### src/assert_macros.svh
// Assertion macros used by the change unit sequencer.
`ifndef ASSERT_MACROS_SVH
`define ASSERT_MACROS_SVH

// Checks a property on every rising clock edge outside reset.
`define GCU_ASSERT(label, prop, msg) \
    label: assert property (@(posedge clk) disable iff (!rst_n) prop) \
        else $error(msg);

// Checks that a property holds in the cycle after a trigger.
`define GCU_ASSERT_NEXT(label, trig, prop, msg) \
    label: assert property (@(posedge clk) disable iff (!rst_n) (trig) |=> (prop)) \
        else $error(msg);

`endif

### src/gcu_pkg.sv
// Types, constants and codes of the vending change unit.
`default_nettype none

package gcu_pkg;

    localparam int NUM_ITEMS   = 4;
    localparam int NUM_COINS   = 6;
    localparam int CREDIT_BITS = 10;

    // One credit result and one vend result leave room for this many coins per item.
    localparam int MAX_RESULTS = 17;
    localparam int COINS_MAX   = MAX_RESULTS - 2;

    localparam int ITEM_W     = $clog2(NUM_ITEMS);
    localparam int COIN_IDX_W = $clog2(NUM_COINS);
    localparam int COIN_CNT_W = $clog2(COINS_MAX + 1);
    localparam int CHOICE_W   = 4;
    localparam int AMOUNT_W   = 10;
    localparam int KIND_W     = 3;
    localparam int COIN_W     = 7;
    localparam int CFG_IDX_W  = ITEM_W;

    localparam logic [CREDIT_BITS-1:0] CREDIT_MAX = {CREDIT_BITS{1'b1}};

    // Coin denominations, largest first; the smallest one must be 1.
    localparam logic [COIN_W-1:0] DENOMS [NUM_COINS] =
        '{7'd100, 7'd50, 7'd25, 7'd10, 7'd5, 7'd1};

    localparam logic [CREDIT_BITS-1:0] PRICE_DEFAULTS [NUM_ITEMS] =
        '{10'd120, 10'd75, 10'd90, 10'd50};

    localparam logic [CHOICE_W-1:0] CHOICE_FIRST = CHOICE_W'(1);
    localparam logic [CHOICE_W-1:0] CHOICE_LAST  = CHOICE_W'(NUM_ITEMS);
    localparam logic [CHOICE_W-1:0] CHOICE_EXIT  = CHOICE_W'(NUM_ITEMS + 1);

    localparam logic ACT_SELECT = 1'b0;
    localparam logic ACT_INSERT = 1'b1;

    localparam logic [KIND_W-1:0] KIND_SELECTED = 3'd0;
    localparam logic [KIND_W-1:0] KIND_INVALID  = 3'd1;
    localparam logic [KIND_W-1:0] KIND_EXIT     = 3'd2;
    localparam logic [KIND_W-1:0] KIND_CREDIT   = 3'd3;
    localparam logic [KIND_W-1:0] KIND_VEND     = 3'd4;
    localparam logic [KIND_W-1:0] KIND_COIN     = 3'd5;

    typedef logic [NUM_ITEMS-1:0][CREDIT_BITS-1:0] price_array_t;

    typedef enum logic {
        ALU_ADD_SAT = 1'b0,
        ALU_SUB     = 1'b1
    } alu_op_t;

    typedef struct packed {
        alu_op_t                op;
        logic [CREDIT_BITS-1:0] a;
        logic [CREDIT_BITS-1:0] b;
    } alu_req_t;

    typedef struct packed {
        logic [CREDIT_BITS-1:0] result;
        logic                   ge;
    } alu_rsp_t;

    typedef enum logic [5:0] {
        S_IDLE   = 6'b000001,
        S_DECODE = 6'b000010,
        S_ADD    = 6'b000100,
        S_CMP    = 6'b001000,
        S_VEND   = 6'b010000,
        S_COIN   = 6'b100000
    } state_t;

endpackage

`default_nettype wire

### src/gcu_if.sv
// Handshake channels of the vending change unit: commands, results, configuration.
`default_nettype none

interface gcu_cmd_if;
    import gcu_pkg::*;
    logic                       valid;
    logic                       ready;
    logic                       action;
    logic [CHOICE_W-1:0]        choice_number;
    logic signed [AMOUNT_W-1:0] amount;
    modport source (output valid, action, choice_number, amount, input ready);
    modport sink   (input valid, action, choice_number, amount, output ready);
endinterface

interface gcu_res_if;
    import gcu_pkg::*;
    logic                   valid;
    logic                   ready;
    logic [KIND_W-1:0]      kind;
    logic [ITEM_W-1:0]      item_index;
    logic [COIN_W-1:0]      coin_value;
    logic [CREDIT_BITS-1:0] credit_now;
    logic                   rejected;
    logic                   last_of_run;
    modport source (output valid, kind, item_index, coin_value, credit_now, rejected,
                    last_of_run, input ready);
    modport sink   (input valid, kind, item_index, coin_value, credit_now, rejected,
                    last_of_run, output ready);
endinterface

interface gcu_cfg_if;
    import gcu_pkg::*;
    logic                   valid;
    logic                   ready;
    logic [CFG_IDX_W-1:0]   index;
    logic [CREDIT_BITS-1:0] data;
    modport source (output valid, index, data, input ready);
    modport sink   (input valid, index, data, output ready);
endinterface

`default_nettype wire

### src/vending_controller_greedy_change_unit.sv
// Vending controller with greedy change: price registers, sequencer and shared unit.
// A select or an idle insert gives its single result from the decode state once the result
// slot is free. An insert while collecting passes the add and compare states to its credit
// result, then gives the vend result if the credit covers the price, then one result per coin
// (at most 15), skipping too-large denominations, all through one shared add/compare unit.
// Reset (rst_n, asynchronous) sets the block idle with zero credit and default prices.
`default_nettype none

module vending_controller_greedy_change_unit (
    input  wire       clk,
    input  wire       rst_n,
    gcu_cmd_if.sink   cmd,
    gcu_res_if.source res,
    gcu_cfg_if.sink   cfg
);
    import gcu_pkg::*;

    price_array_t price_reg;
    alu_req_t     alu_req;
    alu_rsp_t     alu_rsp;

    assign cfg.ready = 1'b1;

    always_ff @(posedge clk or negedge rst_n)
    begin
        if (!rst_n)
        begin
            for (int i = 0; i < NUM_ITEMS; i++)
            begin
                price_reg[i] <= PRICE_DEFAULTS[i];
            end
        end
        else if (cfg.valid)
        begin
            price_reg[cfg.index] <= cfg.data;
        end
    end

    gcu_alu u_alu (
        .req (alu_req),
        .rsp (alu_rsp)
    );

    gcu_ctrl u_ctrl (
        .clk     (clk),
        .rst_n   (rst_n),
        .cmd     (cmd),
        .res     (res),
        .prices  (price_reg),
        .alu_req (alu_req),
        .alu_rsp (alu_rsp)
    );

endmodule

`default_nettype wire

### src/gcu_alu.sv
// Shared arithmetic unit: saturating add, or subtract with a greater-or-equal flag.
`default_nettype none

module gcu_alu (
    input  gcu_pkg::alu_req_t req,
    output gcu_pkg::alu_rsp_t rsp
);
    import gcu_pkg::*;

    logic [CREDIT_BITS:0] sum;
    logic [CREDIT_BITS:0] diff;

    always_comb
    begin
        sum    = {1'b0, req.a} + {1'b0, req.b};
        diff   = {1'b0, req.a} - {1'b0, req.b};
        rsp.ge = ~diff[CREDIT_BITS];
        case (req.op)
            ALU_ADD_SAT: rsp.result = sum[CREDIT_BITS] ? CREDIT_MAX : sum[CREDIT_BITS-1:0];
            ALU_SUB:     rsp.result = diff[CREDIT_BITS-1:0];
            default:     rsp.result = '0;
        endcase
    end

endmodule

`default_nettype wire

### src/gcu_ctrl.sv
// Sequencer of the change unit: decodes items, drives the shared unit, registers results.
`default_nettype none
`include "assert_macros.svh"

module gcu_ctrl (
    input  wire                   clk,
    input  wire                   rst_n,
    gcu_cmd_if.sink               cmd,
    gcu_res_if.source             res,
    input  gcu_pkg::price_array_t prices,
    output gcu_pkg::alu_req_t     alu_req,
    input  gcu_pkg::alu_rsp_t     alu_rsp
);
    import gcu_pkg::*;

    state_t                     state_reg, state_next;
    logic                       action_reg, action_next;
    logic [CHOICE_W-1:0]        choice_reg, choice_next;
    logic [AMOUNT_W-1:0]        amount_reg, amount_next;
    logic                       collecting_reg, collecting_next;
    logic [ITEM_W-1:0]          item_reg, item_next;
    logic [CREDIT_BITS-1:0]     credit_reg, credit_next;
    logic [CREDIT_BITS-1:0]     price_due_reg, price_due_next;
    logic [CREDIT_BITS-1:0]     change_reg, change_next;
    logic [COIN_IDX_W-1:0]      coin_idx_reg, coin_idx_next;
    logic [COIN_CNT_W-1:0]      coin_cnt_reg, coin_cnt_next;

    logic                       rvalid_reg, rvalid_next;
    logic [KIND_W-1:0]          kind_reg, kind_next;
    logic [ITEM_W-1:0]          ritem_reg, ritem_next;
    logic [COIN_W-1:0]          coin_reg, coin_next;
    logic [CREDIT_BITS-1:0]     rcredit_reg, rcredit_next;
    logic                       rej_reg, rej_next;
    logic                       last_reg, last_next;

    logic                       slot_free;
    logic                       amount_bad;
    logic [ITEM_W-1:0]          choice_item;
    logic                       coin_last;

    assign cmd.ready       = (state_reg == S_IDLE);
    assign res.valid       = rvalid_reg;
    assign res.kind        = kind_reg;
    assign res.item_index  = ritem_reg;
    assign res.coin_value  = coin_reg;
    assign res.credit_now  = rcredit_reg;
    assign res.rejected    = rej_reg;
    assign res.last_of_run = last_reg;

    assign slot_free   = !rvalid_reg || res.ready;
    assign amount_bad  = (amount_reg == '0) || amount_reg[AMOUNT_W-1];
    assign choice_item = ITEM_W'(choice_reg - CHOICE_FIRST);
    // Dispensing stops when the change is paid out or the coin budget of one item is used up.
    assign coin_last   = (alu_rsp.result == '0)
                         || (coin_cnt_reg == COIN_CNT_W'(COINS_MAX - 1));

    always_comb
    begin
        state_next      = state_reg;
        action_next     = action_reg;
        choice_next     = choice_reg;
        amount_next     = amount_reg;
        collecting_next = collecting_reg;
        item_next       = item_reg;
        credit_next     = credit_reg;
        price_due_next  = price_due_reg;
        change_next     = change_reg;
        coin_idx_next   = coin_idx_reg;
        coin_cnt_next   = coin_cnt_reg;
        rvalid_next     = rvalid_reg && !res.ready;
        kind_next       = kind_reg;
        ritem_next      = ritem_reg;
        coin_next       = coin_reg;
        rcredit_next    = rcredit_reg;
        rej_next        = rej_reg;
        last_next       = last_reg;

        alu_req.op = ALU_ADD_SAT;
        alu_req.a  = credit_reg;
        alu_req.b  = CREDIT_BITS'(amount_reg[AMOUNT_W-2:0]);

        case (state_reg)
            S_IDLE:
            begin
                if (cmd.valid)
                begin
                    action_next = cmd.action;
                    choice_next = cmd.choice_number;
                    amount_next = cmd.amount;
                    state_next  = S_DECODE;
                end
            end
            S_DECODE:
            begin
                if (action_reg == ACT_INSERT && collecting_reg)
                begin
                    state_next = S_ADD;
                end
                else if (slot_free)
                begin
                    rvalid_next  = 1'b1;
                    kind_next    = KIND_INVALID;
                    ritem_next   = '0;
                    coin_next    = '0;
                    rcredit_next = credit_reg;
                    rej_next     = 1'b0;
                    last_next    = 1'b1;
                    state_next   = S_IDLE;
                    if (action_reg == ACT_INSERT)
                    begin
                        // Money inserted with no item chosen is refused.
                        kind_next = KIND_CREDIT;
                        rej_next  = 1'b1;
                    end
                    else if (!collecting_reg && choice_reg >= CHOICE_FIRST
                             && choice_reg <= CHOICE_LAST)
                    begin
                        item_next       = choice_item;
                        price_due_next  = prices[choice_item];
                        credit_next     = '0;
                        collecting_next = 1'b1;
                        kind_next       = KIND_SELECTED;
                        ritem_next      = choice_item;
                        rcredit_next    = '0;
                    end
                    else if (!collecting_reg && choice_reg == CHOICE_EXIT)
                    begin
                        kind_next = KIND_EXIT;
                    end
                end
            end
            S_ADD:
            begin
                if (!amount_bad)
                begin
                    credit_next = alu_rsp.result;
                end
                state_next = S_CMP;
            end
            S_CMP:
            begin
                alu_req.op = ALU_SUB;
                alu_req.b  = price_due_reg;
                if (slot_free)
                begin
                    rvalid_next  = 1'b1;
                    kind_next    = KIND_CREDIT;
                    ritem_next   = item_reg;
                    coin_next    = '0;
                    rcredit_next = credit_reg;
                    rej_next     = amount_bad;
                    last_next    = !alu_rsp.ge;
                    change_next  = alu_rsp.result;
                    state_next   = alu_rsp.ge ? S_VEND : S_IDLE;
                end
            end
            S_VEND:
            begin
                if (slot_free)
                begin
                    rvalid_next     = 1'b1;
                    kind_next       = KIND_VEND;
                    ritem_next      = item_reg;
                    coin_next       = '0;
                    rcredit_next    = '0;
                    rej_next        = 1'b0;
                    last_next       = (change_reg == '0);
                    credit_next     = '0;
                    collecting_next = 1'b0;
                    coin_idx_next   = '0;
                    coin_cnt_next   = '0;
                    state_next      = (change_reg == '0) ? S_IDLE : S_COIN;
                end
            end
            S_COIN:
            begin
                alu_req.op = ALU_SUB;
                alu_req.a  = change_reg;
                alu_req.b  = CREDIT_BITS'(DENOMS[coin_idx_reg]);
                if (!alu_rsp.ge)
                begin
                    // This coin is too large for what is left; try the next one.
                    coin_idx_next = coin_idx_reg + 1'b1;
                end
                else if (slot_free)
                begin
                    rvalid_next   = 1'b1;
                    kind_next     = KIND_COIN;
                    ritem_next    = item_reg;
                    coin_next     = DENOMS[coin_idx_reg];
                    rcredit_next  = '0;
                    rej_next      = 1'b0;
                    last_next     = coin_last;
                    change_next   = alu_rsp.result;
                    coin_cnt_next = coin_cnt_reg + 1'b1;
                    if (coin_last)
                    begin
                        state_next = S_IDLE;
                    end
                end
            end
            default:
            begin
                state_next = S_IDLE;
            end
        endcase
    end

    always_ff @(posedge clk or negedge rst_n)
    begin
        if (!rst_n)
        begin
            state_reg      <= S_IDLE;
            collecting_reg <= 1'b0;
            item_reg       <= '0;
            credit_reg     <= '0;
            price_due_reg  <= '0;
            rvalid_reg     <= 1'b0;
        end
        else
        begin
            state_reg      <= state_next;
            collecting_reg <= collecting_next;
            item_reg       <= item_next;
            credit_reg     <= credit_next;
            price_due_reg  <= price_due_next;
            rvalid_reg     <= rvalid_next;
        end
    end

    always_ff @(posedge clk)
    begin
        action_reg   <= action_next;
        choice_reg   <= choice_next;
        amount_reg   <= amount_next;
        change_reg   <= change_next;
        coin_idx_reg <= coin_idx_next;
        coin_cnt_reg <= coin_cnt_next;
        kind_reg     <= kind_next;
        ritem_reg    <= ritem_next;
        coin_reg     <= coin_next;
        rcredit_reg  <= rcredit_next;
        rej_reg      <= rej_next;
        last_reg     <= last_next;
    end

    `GCU_ASSERT_NEXT(a_busy_after_accept, cmd.valid && cmd.ready, !cmd.ready,
                     "accepted an item while the previous one was still being decoded")
    `GCU_ASSERT(a_idle_credit_zero, !collecting_reg |-> credit_reg == '0,
                "credit held while no item is selected")
    `GCU_ASSERT(a_coin_after_vend, state_reg == S_COIN |-> !collecting_reg,
                "dispensing change while still collecting")
    `GCU_ASSERT(a_coin_nonzero, rvalid_reg && kind_reg == KIND_COIN |-> coin_reg != '0,
                "coin result without a denomination")

endmodule

`default_nettype wire
### src/flat_wrapper.sv
// flat-port wrapper written by rule: the top's interface ports become plain ports
module vending_controller_greedy_change_unit_flat import gcu_pkg::*;
  (clk, rst_n, cmd_valid, cmd_action, cmd_choice_number, cmd_amount, cmd_ready, res_valid, res_kind, res_item_index, res_coin_value, res_credit_now, res_rejected, res_last_of_run, res_ready, cfg_valid, cfg_index, cfg_data, cfg_ready);
  gcu_cmd_if cmd_i ();
  gcu_res_if res_i ();
  gcu_cfg_if cfg_i ();
  input  wire clk;
  input  wire rst_n;
  input wire logic [$bits(cmd_i.valid)-1:0] cmd_valid;
  input wire logic [$bits(cmd_i.action)-1:0] cmd_action;
  input wire logic [$bits(cmd_i.choice_number)-1:0] cmd_choice_number;
  input wire logic [$bits(cmd_i.amount)-1:0] cmd_amount;
  output wire logic [$bits(cmd_i.ready)-1:0] cmd_ready;
  output wire logic [$bits(res_i.valid)-1:0] res_valid;
  output wire logic [$bits(res_i.kind)-1:0] res_kind;
  output wire logic [$bits(res_i.item_index)-1:0] res_item_index;
  output wire logic [$bits(res_i.coin_value)-1:0] res_coin_value;
  output wire logic [$bits(res_i.credit_now)-1:0] res_credit_now;
  output wire logic [$bits(res_i.rejected)-1:0] res_rejected;
  output wire logic [$bits(res_i.last_of_run)-1:0] res_last_of_run;
  input wire logic [$bits(res_i.ready)-1:0] res_ready;
  input wire logic [$bits(cfg_i.valid)-1:0] cfg_valid;
  input wire logic [$bits(cfg_i.index)-1:0] cfg_index;
  input wire logic [$bits(cfg_i.data)-1:0] cfg_data;
  output wire logic [$bits(cfg_i.ready)-1:0] cfg_ready;
  assign cmd_i.valid = cmd_valid;
  assign cmd_i.action = cmd_action;
  assign cmd_i.choice_number = cmd_choice_number;
  assign cmd_i.amount = cmd_amount;
  assign cmd_ready = cmd_i.ready;
  assign res_valid = res_i.valid;
  assign res_kind = res_i.kind;
  assign res_item_index = res_i.item_index;
  assign res_coin_value = res_i.coin_value;
  assign res_credit_now = res_i.credit_now;
  assign res_rejected = res_i.rejected;
  assign res_last_of_run = res_i.last_of_run;
  assign res_i.ready = res_ready;
  assign cfg_i.valid = cfg_valid;
  assign cfg_i.index = cfg_index;
  assign cfg_i.data = cfg_data;
  assign cfg_ready = cfg_i.ready;
  vending_controller_greedy_change_unit u_core (.clk(clk), .rst_n(rst_n), .cmd(cmd_i), .res(res_i), .cfg(cfg_i));
endmodule
### config.mk
export PLATFORM = sky130hd
export DESIGN_NAME = vending_controller_greedy_change_unit_flat
export DESIGN_NICKNAME = d
export VERILOG_FILES = /design/src/gcu_pkg.sv /design/src/gcu_if.sv /design/src/vending_controller_greedy_change_unit.sv /design/src/gcu_alu.sv /design/src/gcu_ctrl.sv /design/src/flat_wrapper.sv
export VERILOG_INCLUDE_DIRS = /design/src /design/src/src
export SDC_FILE = /design/constraint.sdc
export NUM_CORES = 1
export LEC_CHECK = 0
export BUFFER_PORTS_ARGS = -buffer_cell sky130_fd_sc_hd__buf_2
export CORE_MARGIN = 1
export CORE_UTILIZATION = 35
export CTS_CLUSTER_SIZE = 28
export DETAILED_ROUTE_END_ITERATION = 8
export PLACE_DENSITY_LB_ADDON = 0.25
export SYNTH_ARGS = -nofsm -noshare
export SYNTH_HDL_FRONTEND = slang
export SYNTH_SLANG_ARGS = --single-unit
### constraint.sdc
create_clock -name clk -period 4.5 [get_ports clk]
set_clock_uncertainty 0.1 [all_clocks]
set_input_delay 0.9 -clock clk [delete_from_list [all_inputs] [get_ports clk]]
set_output_delay 0.9 -clock clk [all_outputs]
set_load 0.005 [all_outputs]
# Word level (Yosys, flattened, before mapping)
# Memories as Yosys holds them, arrays and structs flattened.
# Cells that the tools add are included.
# classes
n_addsub	5
order_cmp	6
eq_ne	21
mux	90
bitwise	4
n_reduce_logical	35
# ops
cell	count
$mux 10	15
$pmux 10 s2	3
$mux 6	9
$mux 7	6
$bwmux 40	1
$pmux 10 s4	1
$pmux 6 s6	1
$logic_not 10->1	3
$pmux 10 s3	1
$mux 3	8
$ne 2x2->1 const B	11
$mux 1	21
$pmux 7 s3	1
$bmux 10 s2	1
$demux 10 s2	1
$mux 2	9
$reduce_and 5->1	3
$reduce_and 7->1	2
$mux 4	3
$pmux 3 s4	1
$reduce_and 4->1	3
$add 10x10->11	1
$sub 10x10->11	1
$pmux 1 s4	2
36 further kinds	53
# word_totals
regBits	126
mem_bits_ro	56
in_bits	32
output_inout_bits	27
elab_cells	184
memories	1
# mem_list
name	words	width	read_ports	rd_ports_with_merged_regs	write_ports	line	text
(no name shown)	8	7	1	0	0	gcu_ctrl.sv:190	coin_next = DENOMS[coin_idx_reg];

# Depth between registers and ports, before layout
# depth
depth_word	14
depth_mapped	20
depth_no_buf	18

# Modules after synthesis
# Synthesis repeated with hierarchy kept, for this count alone.
# hier_totals
hier_cells	540
area_unflattened_um2	6809.0
# modules_own_cells
module	instances	cells_per_inst	area_each_um2
gcu_ctrl	1	304	4174.0
vending_controller_greedy_change_unit	1	89	1627.8
gcu_alu	1	147	1007.2

# Worst setup path after synthesis
# Ideal clock, no wire load.
# synth_path
path_kind	flip-flop to flip-flop
startpoint	reg u_core.u_ctrl.state_reg[2]
endpoint	reg u_core.u_ctrl.state_reg[5]
arrival_ns	4.668
t_required_ns	4.275
path_slack_ns	-0.393
path_stages_with_launch	20
n_path_buf	3
synth_period_minus_slack_ns	4.893
cell_sequence	dfrtp_1 -> buf_6 -> or4_1 -> buf_4 -> nor3b_1 -> clkbuf_1 -> a221o_1 -> ha_1 -> inv_1 -> fa_1 -> nor2b_1 -> o21ai_0 -> and3_1 -> o31ai_1 -> a32o_1 -> o21ai_0 -> o31ai_2 -> a21oi_1 -> or3_4 -> mux2_4
# synth_lines
element	line	text
from (decl)	gcu_ctrl.sv:16	state_t state_reg, state_next;
from (signal assigned)	gcu_ctrl.sv:222	state_reg <= state_next;

==> results.ini <==
[run_status]
outcome=finished clean

[place]
port_buffers=57
pre_cts_ws_ns=-0.418
placed_cells=936
place_congestion=0.902
hpwl_um=13300

[setup_path]
r2r_start=u_core.u_ctrl.state_reg[1]
worstSetupEndpointType=register
cp-start-kind=register
crit_type=register to register
timing.rr.end=u_core.u_ctrl.state_reg[5]
crit_arrival_ns=4.68
reg2regPathDepth=18
rrSetupSlack_ns=0.02
crit_chain=or4_4 > buf_6 > nor3b_4 > buf_6 > nand2_4 > nand2_4 > ha_4 > a211o_1 > buf_6 > a32oi_2 > nor4_1 > nor3_1 > a21oi_1 > o21bai_4 > o31ai_4 > a21oi_2 > or3_4 > mux2_4
crit_slowest_cell=or4_4
max_stage_delay_ns=0.56
cp_max_fo=6
crit_path_frequent_cell=buf_6
critPathRequiredTime_ns=4.70

[power_and_ir_drop]
p_sw_frac=0.323
cellPowerDensity_nw_per_um2=548
switchingPower_mw=1.58
leakage_nw=3.90
clock_power_share=0.285
p_int_mw=3.31
comb_power_share=0.380
irDropWorstVdd_v=0.000296
pwr-share-seq=0.336

[timing]
relSlewSlack=0.222
tns_ns=0
hold_viol=0
slew_viol_final=0
setup_violations=0
tightestPinTransition_ns=1.17
fmax_ghz=0.223
final_period_minus_worst_setup_slack_ns=4.48
hold_slack_ns=0.386
rsz0062_at_grt=yes
fin_crit_sh=0.996
setup_ws_ns=0.0163

[detailed_routing]
route.met2.wl_um=8790
vias=5188
viasPerCell=5.32
drt-met1-wl_um=7570
wl_met3_um=616
route.top_layer_used=met4
drtIter0Drc=332
wl_per_cell_um=18.1
ant_nets=0
wl_um=17600
drc=0
dr.pass1.iters=4

[logic_synthesis]
synth-seq-cells=126
ys_types=69
async_reset_ff_frac=0.556
yosys-top-cells-area=edfxtp_1, dfrtp_1, mux2_2, dfstp_2, ha_1
syn_nets=649
syn_area_per_cell_sq_um=11.4
yosysSeqAreaShare=0.514
syn_inst=587
syn_area_sq_um=6710
yosysTopAreaCell=edfxtp_1
ys_warn_count=0
ys.flop_type=edfxtp_1
synth.top_cell.area_share=0.251
synth_edf_count=56

[layout]
diodes=0
nets=791
final_core_util=0.475
fillers=1748
largest_register_ffs=40
drive_gt1_frac=0.438
syn2layout_area_growth_pct=32.9
fin_cells=976

[cts]
path_clk_slew_ns=0.06
numCtsBuffers=17
cts.sinks=126
htree_levels=4
cts_tree=built
clk-insertion-delay-late_ns=0.42
hold_buffers=0
cts_root_buf=clkbuf_16
cts_buffer_depth=2

[floorplan]
dieArea_sq_um=19700
num_rows=50
initial_utilization=0.358
die_w_um=140
io_pins=59
core_area_sq_um=18800
die_height_um=140

[min_path]
hp-class=register to register
hp-start=u_core.u_ctrl.item_reg[0]
min_to=u_core.u_ctrl.item_reg[0]
holdPathStages=2

[global_routing]
antenna_found_initial=0
grt_use_total=0.186
grt_pass1_wl_um=28000
grt_max_degree=52
grt_overflow=0
grt_pass1_vias=5401

[run]
drv_cap=0

-- layout by cell type, fill, tap and decap left out, types with 16 or more instances in the layout --
master / instances
buf_4: 85
nand2_1: 69
buf_2: 57
edfxtp_1: 56
dfrtp_1: 54
mux2_2: 40
inv_1: 30
nor2_1: 27
ha_1: 22
clkbuf_16: 17
dfstp_2: 16
-- through the flow --
step / area [sq um] / power (mW)
global route: 8920 / 5.16
detailed placement: 7840 / 3.24
CTS: 8630 / 4.76
finish: 8920 / 4.89
floorplan: 6740 / 2.55
global placement: 7840 / 3.22
-- worst max-delay path by stage --
| stage | startpoint | to | cells after the start |
|---|---|---|---|
| floorplan | u_core.u_ctrl.state_reg[2] | u_core.u_ctrl.state_reg[5] | 19 |
| global placement | u_core.u_ctrl.state_reg[0] | u_core.u_ctrl.state_reg[5] | 19 |
| detailed placement | u_core.u_ctrl.state_reg[0] | u_core.u_ctrl.state_reg[5] | 19 |
| CTS | u_core.u_ctrl.state_reg[1] | u_core.u_ctrl.state_reg[5] | 15 |
| global route | u_core.u_ctrl.state_reg[1] | u_core.u_ctrl.state_reg[5] | 15 |
| finish | u_core.u_ctrl.state_reg[1] | u_core.u_ctrl.state_reg[5] | 18 |
-- power by group through the flow --
stage | Combinational, mW | Clock [mW] | Sequential [mW]
after global routing | 2.02 | 1.47 | 1.67
after detailed placement | 1.58 | 0 | 1.66
after floorplan | 0.925 | 0 | 1.62
after CTS | 1.70 | 1.42 | 1.64
after global placement | 1.57 | 0 | 1.65
final | 1.86 | 1.39 | 1.64
-- timing repair --
action / CTS / global route
endpoints found under the setup margin: 43 / 46
endpoints found under the hold margin: 0 / 0
pin swaps: 17 / 20
gates cloned: 0 / 0
buffers inserted: 4 / 4
gates resized for setup: 34 / 52
-- synthesized netlist by cell type (4+ instances only) --
| cell type | number |
|---|---|
| a21oi_1 | 19 |
| inv_1 | 32 |
| nor2_1 | 30 |
| nand3_1 | 13 |
| mux4_2 | 10 |
| a211oi_1 | 4 |
| clkbuf_1 | 19 |
| o31ai_1 | 6 |
| o21bai_1 | 6 |
| buf_2 | 5 |
| and3_1 | 5 |
| dfstp_2 | 16 |
| a22o_1 | 12 |
| edfxtp_1 | 56 |
| nand2_1 | 77 |
| a221oi_1 | 5 |
| ha_1 | 28 |
| o21ai_0 | 15 |
| or4_1 | 4 |
| nor4_1 | 5 |
| nor3_1 | 10 |
| dfrtp_1 | 54 |
| o211ai_1 | 6 |
| a21o_1 | 8 |
| nor2b_1 | 15 |
| a31o_2 | 4 |
| nand3b_1 | 6 |
| mux2_2 | 40 |
| nand2b_1 | 4 |
| nor3b_1 | 5 |
| a221o_1 | 7 |
-- area by class of cell --
type / instances / area [sq um] / area share
sequential: 126 / 3450 / 0.387
multi-input combinational: 400 / 3400 / 0.381
timing repair buffer: 152 / 1040 / 0.117
clock buffer: 19 / 443 / 0.0496
tap: 234 / 293 / 0.0328
clock inverter: 13 / 166 / 0.0187
inverter: 32 / 123 / 0.0137
-- logic make-up after synthesis --
group	after synthesis	synth area share
AND/OR/NAND/NOR	191	0.143
adder cells (fa/ha/maj)	30	0.0582
XOR/XNOR	6	0.00895
flip-flops	126	0.514
multiplexers	51	0.103
buffers and inverters	61	0.0373
AO/OA/AOI/OAI	121	0.134
other	1	0.000559
-- critical path, delay by kind of cell (launching register included) --
family          cells  cell delay (ns)
mux                 1             0.31
flops               1             0.39
compound gates      6             1.23
buf+inv             3             0.45
fa+ha+maj           1             0.21
simple gates        7             1.66
-- routing by layer --
layer  global-route usage  vias up
li1                     -     2445
met1                0.225     2571
met2                0.318      132
met3               0.0342       40
met4               0.0984        0
met5                    0        -
(Power assumes the default switching activity.)
